### config.mk
export PLATFORM = sky130hd
export DESIGN_NAME = utf8_to_utf16_transcoder
export DESIGN_NICKNAME = d
export VERILOG_FILES = /design/src/rtl/core/u8u16_pkg.sv /design/src/rtl/core/u8u16_decode.sv /design/src/rtl/core/u8u16_burst.sv /design/src/rtl/core/utf8_to_utf16_transcoder.sv
export SDC_FILE = /design/constraint.sdc
export NUM_CORES = 1
export LEC_CHECK = 0
export ABC_AREA = 1
export BUFFER_PORTS_ARGS = -buffer_cell sky130_fd_sc_hd__buf_2
export CAP_MARGIN = 5
export CORE_MARGIN = 2
export CORE_UTILIZATION = 60
export CTS_CLUSTER_DIAMETER = 100
export CTS_CLUSTER_SIZE = 10
export DETAILED_ROUTE_END_ITERATION = 7
export PLACE_DENSITY_LB_ADDON = 0.3
export SYNTH_ARGS = -nofsm -noshare
export SYNTH_HDL_FRONTEND = slang
export SYNTH_SLANG_ARGS = --single-unit
### constraint.sdc
create_clock -name clk -period 4 [get_ports clk]
set_input_delay 0.6 -clock clk [delete_from_list [all_inputs] [get_ports clk]]
set_output_delay 0.6 -clock clk [all_outputs]
set_load 0.05 [all_outputs]
### src/rtl/core/u8u16_pkg.sv
// Package for the UTF-8 to UTF-16 transcoder: shared constants and the
// burst record that passes decoded code units from the decoder to the output stage.
// No dependencies.
package u8u16_pkg;

  localparam int unsigned MaxUnits = 4;

  localparam logic [15:0] REPL_UNIT = 16'hFFFD;
  localparam logic [20:0] MAX_POINT = 21'h10FFFF;
  localparam logic [20:0] PLANE_ONE = 21'h010000;
  localparam logic [5:0]  HI_SURR_TAG = 6'b110110;  // 0xD800 >> 10
  localparam logic [5:0]  LO_SURR_TAG = 6'b110111;  // 0xDC00 >> 10

  // Code units produced by one input byte, lowest index goes out first.
  typedef struct packed {
    logic [MaxUnits-1:0][15:0] unit;
    logic [2:0]                count;
    logic                      last;
  } burst_t;

endpackage

### src/rtl/core/u8u16_decode.sv
// Sequence decoder: holds the open UTF-8 sequence and turns one byte into
// a burst of up to four UTF-16 code units. Depends on u8u16_pkg.
module u8u16_decode (
  input  logic               clk,
  input  logic               rst_n,
  input  logic               load,
  input  logic [7:0]         in_byte,
  input  logic               end_of_string,
  output u8u16_pkg::burst_t  burst
);
  import u8u16_pkg::*;

  logic [1:0]  needed_r, needed_nxt;
  logic [1:0]  held_r, held_nxt;
  logic [20:0] point_r, point_nxt;

  // Sequence state only advances when the burst is taken by the output stage.
  always_ff @(posedge clk) begin
    if (!rst_n) begin
      needed_r <= '0;
      held_r   <= '0;
      point_r  <= '0;
    end else if (load) begin
      needed_r <= needed_nxt;
      held_r   <= held_nxt;
      point_r  <= point_nxt;
    end
  end

  // Decode one byte against the open sequence.
  always_comb begin
    logic [2:0]  n;
    logic        lead;
    logic [20:0] pp_c;
    logic [20:0] v;
    n          = '0;
    lead       = 1'b1;
    pp_c       = {point_r[14:0], in_byte[5:0]};
    v          = pp_c - PLANE_ONE;
    needed_nxt = needed_r;
    held_nxt   = held_r;
    point_nxt  = point_r;
    for (int i = 0; i < MaxUnits; i++) begin
      burst.unit[i] = REPL_UNIT;
    end

    if (needed_r != 2'd0) begin
      if (in_byte[7:6] == 2'b10) begin
        // Continuation byte: gather six more bits.
        lead       = 1'b0;
        point_nxt  = pp_c;
        held_nxt   = held_r + 2'd1;
        needed_nxt = needed_r - 2'd1;
        if (needed_r == 2'd1) begin
          if (pp_c[20:16] == 5'd0) begin
            burst.unit[0] = pp_c[15:0];
            n             = 3'd1;
          end else if (pp_c <= MAX_POINT) begin
            burst.unit[0] = {HI_SURR_TAG, v[19:10]};
            burst.unit[1] = {LO_SURR_TAG, v[9:0]};
            n             = 3'd2;
          end else begin
            n = 3'd1;
          end
          held_nxt  = '0;
          point_nxt = '0;
        end
      end else begin
        // Broken sequence: one replacement per held byte.
        n          = {1'b0, held_r};
        needed_nxt = '0;
        held_nxt   = '0;
        point_nxt  = '0;
      end
    end

    if (lead) begin
      if (in_byte[7] == 1'b0) begin
        burst.unit[n[1:0]] = {8'h00, in_byte};
        n                  = n + 3'd1;
      end else if (in_byte[7:5] == 3'b110) begin
        point_nxt  = {16'd0, in_byte[4:0]};
        needed_nxt = 2'd1;
        held_nxt   = 2'd1;
      end else if (in_byte[7:4] == 4'b1110) begin
        point_nxt  = {17'd0, in_byte[3:0]};
        needed_nxt = 2'd2;
        held_nxt   = 2'd1;
      end else if (in_byte[7:3] == 5'b11110) begin
        point_nxt  = {18'd0, in_byte[2:0]};
        needed_nxt = 2'd3;
        held_nxt   = 2'd1;
      end else begin
        // Stray continuation or invalid lead byte; the slot already holds U+FFFD.
        n = n + 3'd1;
      end
    end

    // End of string: every byte still held becomes a replacement.
    if (end_of_string) begin
      n          = n + {1'b0, held_nxt};
      needed_nxt = '0;
      held_nxt   = '0;
      point_nxt  = '0;
    end

    burst.count = n;
    burst.last  = end_of_string;
  end

endmodule

### src/rtl/core/u8u16_burst.sv
// Output stage: holds one burst of code units and hands them out one word
// per cycle on the result stream while the receiver is ready. Depends on u8u16_pkg.
module u8u16_burst (
  input  logic               clk,
  input  logic               rst_n,
  input  logic               load,
  input  u8u16_pkg::burst_t  burst,
  output logic               free,
  output logic               out_tvalid,
  input  logic               out_tready,
  output logic [15:0]        out_tdata,   // [15:0] code_unit
  output logic               out_tlast    // last_unit
);
  import u8u16_pkg::*;

  logic [MaxUnits-1:0][15:0] unit_r;
  logic [2:0]                cnt_r;
  logic                      last_r;

  // Room for a new burst when empty, or once the last pending word leaves this cycle.
  assign free       = (cnt_r == 3'd0) || ((cnt_r == 3'd1) && out_tready);
  assign out_tvalid = (cnt_r != 3'd0);
  assign out_tdata  = unit_r[0];
  assign out_tlast  = last_r && (cnt_r == 3'd1);

  // Pending count: reload on a new burst, otherwise count down per word taken.
  always_ff @(posedge clk) begin
    if (!rst_n) begin
      cnt_r <= '0;
    end else if (load) begin
      cnt_r <= burst.count;
    end else if (out_tvalid && out_tready) begin
      cnt_r <= cnt_r - 3'd1;
    end
  end

  // Payload: the head word always sits in slot zero.
  always_ff @(posedge clk) begin
    if (load) begin
      unit_r <= burst.unit;
      last_r <= burst.last;
    end else if (out_tvalid && out_tready) begin
      for (int i = 0; i < MaxUnits - 1; i++) begin
        unit_r[i] <= unit_r[i+1];
      end
      unit_r[MaxUnits-1] <= REPL_UNIT;
    end
  end

endmodule

### src/rtl/core/utf8_to_utf16_transcoder.sv
// Top level of the UTF-8 to UTF-16 transcoder: input register, sequence
// decoder and output burst stage. Depends on u8u16_pkg, u8u16_decode, u8u16_burst.
//
// Use: UTF-8 bytes enter on the in_ stream, one byte per word, with in_tlast
// marking the final byte of a string. UTF-16 code units leave on the out_
// stream, one unit per word, with out_tlast on the final unit of the string.
// A byte gives zero to four units: nothing while a sequence is still open,
// one unit for a character up to U+FFFF, a surrogate pair up to U+10FFFF,
// one U+FFFD for a sequence above that, and U+FFFD for each byte of a broken
// sequence, each stray byte, and each byte still held when the string ends.
// Path: the first unit of a byte passes the input register, then the burst
// register, before it is offered on the out_ stream.
// Throughput: one byte per cycle while every byte gives at most one unit and
// the receiver takes every unit; a byte that gives more units holds the burst
// register until the last of them leaves, and the input waits meanwhile.
// Reset (rst_n low, synchronous) empties both registers and closes any open
// sequence. When the receiver stalls, the pending unit holds steady and the
// input register fills, after which in_tready drops.
module utf8_to_utf16_transcoder (
  input  logic        clk,
  input  logic        rst_n,
  input  logic        in_tvalid,
  output logic        in_tready,
  input  logic [7:0]  in_tdata,    // [7:0] in_byte
  input  logic        in_tlast,    // end_of_string
  output logic        out_tvalid,
  input  logic        out_tready,
  output logic [15:0] out_tdata,   // [15:0] code_unit
  output logic        out_tlast    // last_unit
);
  import u8u16_pkg::*;

  logic       in_valid_r;
  logic [7:0] byte_r;
  logic       eos_r;
  logic       free;
  logic       load;
  burst_t     burst;

  assign load      = in_valid_r && free;
  assign in_tready = !in_valid_r || load;

  // Input register valid flag.
  always_ff @(posedge clk) begin
    if (!rst_n) begin
      in_valid_r <= 1'b0;
    end else if (in_tready) begin
      in_valid_r <= in_tvalid;
    end
  end

  // Input register payload.
  always_ff @(posedge clk) begin
    if (in_tvalid && in_tready) begin
      byte_r <= in_tdata;
      eos_r  <= in_tlast;
    end
  end

  u8u16_decode u_decode (
    .clk           (clk),
    .rst_n         (rst_n),
    .load          (load),
    .in_byte       (byte_r),
    .end_of_string (eos_r),
    .burst         (burst)
  );

  u8u16_burst u_burst (
    .clk        (clk),
    .rst_n      (rst_n),
    .load       (load),
    .burst      (burst),
    .free       (free),
    .out_tvalid (out_tvalid),
    .out_tready (out_tready),
    .out_tdata  (out_tdata),
    .out_tlast  (out_tlast)
  );

endmodule

### After elaboration in Yosys (flattened, before gate mapping)

Index checks and enable logic that the tools add are counted.

* register bits: 103
* input bits: 13
* output and inout port bits: 19

* add/subtract/negate cells: 6
* magnitude comparators: 3
* eq/ne operators: 6
* mux-type cells: 54
* reductions and logical operators: 14

Operator list (number)
* $mux 64: 4
* $mux 21: 9
* $mux 32: 3
* $bwmux 64: 1
* $mux 2: 19
* $mux 3: 11
* $demux 16 s2: 1
* $mux 16: 2
* $mux 30: 1
* $le 21x21->1 const B: 1
* $sub 20x17->20 const B: 1
* $mux 14: 1
* $logic_and 1x1->1: 6
* $eq 5x5->1 const B: 1
* $logic_not 5->1: 1
* $eq 4x4->1 const B: 1
* $reduce_bool 2->1: 2
* $add 3x1->3 const B: 1
* $add 3x2->3: 1
* $eq 3x1->1 const B: 1
* $eq 3x3->1 const B: 1
* $logic_not 3->1: 1
* $lt 2x3->1 const B: 1
* $reduce_bool 3->1: 1
* other kinds (9): 11

### Longest topological paths before layout

* depth in word-level cells: 15
* depth in mapped cells: 21
* mapped depth without buffers: 21

### Cells and area by module

From an unflattened synthesis, not the netlist that was laid out.

* cell total of the unflattened synthesis: 604
* area, all modules: 5207.5 µm²

Modules (own cells, without submodules)
* u8u16_burst: instances 1, cells each 292, area each 3046.7 µm², seq. area each 2011.9 µm²
* u8u16_decode: instances 1, cells each 294, area each 1831.8 µm², seq. area each 380.4 µm²
* utf8_to_utf16_transcoder: instances 1, cells each 18, area each 329.1 µm², seq. area each 290.3 µm²

### Least setup slack after synthesis

No wires, ideal clock.

* path type: register -> register
* from: register u_decode.needed_r[0]
* to: register u_burst.cnt_r[2]
* setup time: 0.070 ns
* arrival: 2.691 ns
* setup slack: 1.239 ns
* stages on the path, launching flop included: 17
* buffers on the path: 0
* period minus slack after synthesis: 2.761 ns
* path through: dfxtp_1 > inv_1 > ha_1 > nor2_8 > inv_4 > nor2_8 > nand3_4 > nand2_4 > inv_2 > ha_1 > o21ai_1 > fa_1 > or2_2 > o21bai_1 > nand3_1 > nand2_1 > a21oi_1

* word-level cells in the longest chain between the ends: 13

RTL lines
* start: declaration: line u8u16_decode.sv:13 `logic [1:0] needed_r, needed_nxt;`
* start signal: assignment: line u8u16_decode.sv:24 `needed_r <= needed_nxt;`
* $eq 2x1->1: line u8u16_decode.sv:54 `if (needed_r == 2'd1) begin`
* $mux 3: line u8u16_decode.sv:54
* $mux 3: line u8u16_decode.sv:48 `if (in_byte[7:6] == 2'b10) begin`
* $mux 3: line u8u16_decode.sv:47 `if (needed_r != 2'd0) begin`
* $add 3x1->3: line u8u16_decode.sv:80, u8u16_decode.sv:95
* $mux 3: line u8u16_decode.sv:89 `end else if (in_byte[7:3] == 5'b11110) begin`
* $mux 3: line u8u16_decode.sv:85 `end else if (in_byte[7:4] == 4'b1110) begin`
* $mux 3: line u8u16_decode.sv:81 `end else if (in_byte[7:5] == 3'b110) begin`
* $mux 3: line u8u16_decode.sv:78 `if (in_byte[7] == 1'b0) begin`
* $mux 3: line u8u16_decode.sv:77 `if (lead) begin`
* $add 3x2->3: line u8u16_decode.sv:101 `n = n + {1'b0, held_nxt};`
* $mux 3 (*): line u8u16_decode.sv:100 `if (end_of_string) begin`
* $mux 3 (*): line u8u16_burst.sv:30 `end else if (load) begin`
* end signal: assignment: line u8u16_burst.sv:31 `cnt_r <= burst.count;`
* end signal: assignment: line u8u16_burst.sv:33 `cnt_r <= cnt_r - 3'd1;`
* end: declaration: line u8u16_burst.sv:17 `logic [2:0] cnt_r;`

Mark *: on every way between the ends. The rest lies on a longest branch, timed or not.
A chain may end at the register's enable or synchronous reset.

### Final worst setup path

Ends and elaborated chain as after synthesis.

==> flow_summary.toml <==
[outcome]
status = "finished, final reports clean"

[placed_design]
gp_congestion = 0.9511
place_hpwl_um = 6407
io_buffers = 31
dpl-instance-area_um2 = 4200
post-place-ws_ns = 0.8450

[synthesis]
synthArstFlopShare = 0
syn_inst = 442
ys.warnings.count = 0
synth_compound_area_frac = 0.1271
synth_edf_count = 56
synth.distinct_cells = 48
ys_ff_latch = 79
synth_top_family_by_area = "simple AND/OR/NAND/NOR gates"
synth_fa_ha_area_frac = 0.03543
yosys.area_share.simple = 0.2129
syn_avg_cell_area_um2 = 9.268
seq_area_frac_synth = 0.5229
synth_area_um2 = 4096
synth_xor_xnor_area_share = 0.006414
syn_nets = 466
synthMuxAreaShare = 0
ys.flop_type = "edfxtp_1"

[floorplanning]
fp-row-count = 30
io_pins = 32
initial_utilization = 0.6131
die_w_um = 86.63
core-area_um2 = 6681
die_h_um = 86.63
dieArea_um2 = 7504

[worst_hold_path]
worstHoldStart = "in_tdata[0]"
hp-class = "input pin to flop"

[sta]
whs_ns = 0.4117
slew_violations = 0
finalHoldViolCount = 0
skew_ns = 0.007166
finalSetupViolations = 0
tns_ns = 0
layout_min_cycle_time_ns = 3.154
relSlewSlack = 0.5155
rsz0062_at_grt = "false"
min_period_over_period = 0.7886
tightest_slew_ns = 0.7258
fin_ws_ns = 0.8457
fmax_mhz = 317.0

[critical_path]
rrSetupSlack_ns = 0.85
endpoint = "u_burst.cnt_r[2]"
crit_start = "u_decode.needed_r[0]"
r2r_cells = 16
crit_path_max_incr_delay_ns = 0.42
crit-reg2reg-launch = "u_decode.needed_r[0]"
startpoint_type = "flop"
crit_path_max_fanout = 13
cpLargestDelayFamily = "simple AND/OR/NAND/NOR gates"
crit_type = "flop to flop"
worstSetupEndpointType = "flop"
path_buf_inv = 3
arrival_ns = 3.45
crit_slowest_cell = "fa_1"
reg2reg_to = "u_burst.cnt_r[2]"
cp_cell_sequence = "inv_1 -> ha_1 -> nor2_8 -> inv_4 -> nor2_8 -> nand3_4 -> nand2_4 -> inv_2 -> ha_1 -> o21ai_1 -> fa_1 -> or2_2 -> o21bai_1 -> nand3_1 -> nand2_1 -> a21oi_1"
cp.depth = 16
cp.required_ns = 4.29

[final_layout]
mostFrequentLayoutCell = "nand2_1"
final_nets = 484
multi_input_area_um2 = 1564
diodes = 0
seq_area_um2 = 2142
final_area_um2 = 4422
drive_gt1_frac = 0.1935
final_cell_mix = "nand2_1, edfxtp_1, nor2_1"
fill_cells = 558
syn_to_final_growth_pct = 7.941

[grt]
antenna_found_initial = 0
grt_overflow = 0
grt_max_degree = 47
grtUsageMet3 = 0.04000
use_met1 = 0.3242
grt_pass1_vias = 2771
use_met2 = 0.4091
grt_pass1_wl_um = 14120
busiest_layer = "met2"
grt_use_total = 0.2514

[clocking]
path_clk_slew_ns = 0.08
cts_tree = "yes"
clockRootBuffer = "clkbuf_8"
insertion_delay_ns = 0.36
ctsResizeCount = 0
postCtsHoldBufs = 0
post-cts-setup-buffers = 0
cts.path.max_buffers = 2
cts_sinks = 79
ctsHtreeMaxLevel = 3
cts-buffers-inserted = 9

[power_and_ir_drop]
powerDensity_nw_per_um2 = 686.1
p_total_mw = 3.034
p_leak_nw = 1.736
ir_worst_vdd_uv = 555.8

[drt]
wl_um = 8994
drt_pass1_iterations = 5
routedWlPerCell_um = 16.50
drtAntennaViolNets = 0
vias = 3148
vias_per_cell = 5.776
drc = 0
initialDrtViolationCount = 237

[flow_run]
maxCapViolations = 0
logic make-up after synthesis:
logic type,Yosys count
and+or+nand+nor,181
AOI/OAI and AO/OA,84
buffers and inverters,84
DFF,79
adders and majority gates,11
xor gates and xnor gates,3
worst min path at each step:
stage	end	slack, ns	cells after the start
finish	byte_r[0]	0.41	1
global route	byte_r[2]	0.41	1
CTS	byte_r[0]	0.40	1
detailed placement	u_decode.held_r[0]	0.46	2
global placement	u_decode.held_r[0]	0.46	2
floorplan	u_decode.held_r[0]	0.45	2
flip-flops by register name, summed over array words and instances, names as in the netlist, 2 cells and up:
signal	cells
u_burst.out_tdata	16
u_burst.cnt_r	3
byte_r	8
u_burst.unit_r	30
u_decode.point_r	15
u_decode.held_r	2
u_decode.needed_r	2
routing by layer:
metal  vias up  wire [um]
met4         0        315
met1      1475       3808
met2       129       4427
met5         -          0
li1       1517          -
met3        27        442
Yosys cell counts (3+ instances only):
cell,count,area share
nand4_1,3,0.0046
edfxtp_1,56,0.41
o21ai_0,24,0.029
buf_1,3,0.0027
nand2_1,89,0.082
ha_1,10,0.031
buf_4,16,0.029
o211ai_1,4,0.0073
a22oi_1,9,0.016
nor3_1,3,0.0037
inv_1,42,0.038
nor2_1,42,0.038
dfxtp_1,23,0.11
inv_2,14,0.013
buf_2,4,0.0049
nor2_4,5,0.014
a31oi_1,6,0.0092
o31ai_1,3,0.0055
nand2_2,8,0.012
clkbuf_1,3,0.0027
a21oi_1,25,0.031
o221ai_1,3,0.0064
nand3_1,15,0.018
cell type report:
cell class,instances,share of cell area
Clock buffer,10,0.02886
Tap cell,80,0.02264
Sequential cell,79,0.4844
Clock inverter,6,0.02122
Timing Repair Buffer,34,0.04018
Multi-Input combinational cell,279,0.3537
Inverter,57,0.04895
power by group:
part           internal (mW)  switching [mW]  total, mW
clock                  0.357           0.304      0.660
combinational          0.241           0.863       1.10
sequential              1.20          0.0689       1.27
per-stage QoR:
step / utilization / instances
6_report: 0.6618 / 545
5_1_grt: 0.6618 / 545
4_1_cts: 0.6618 / 545
3_5_place_dp: 0.6287 / 529
3_3_place_gp: 0.6287 / 529
2_1_floorplan: - / 442
(Power assumes the default switching activity.)
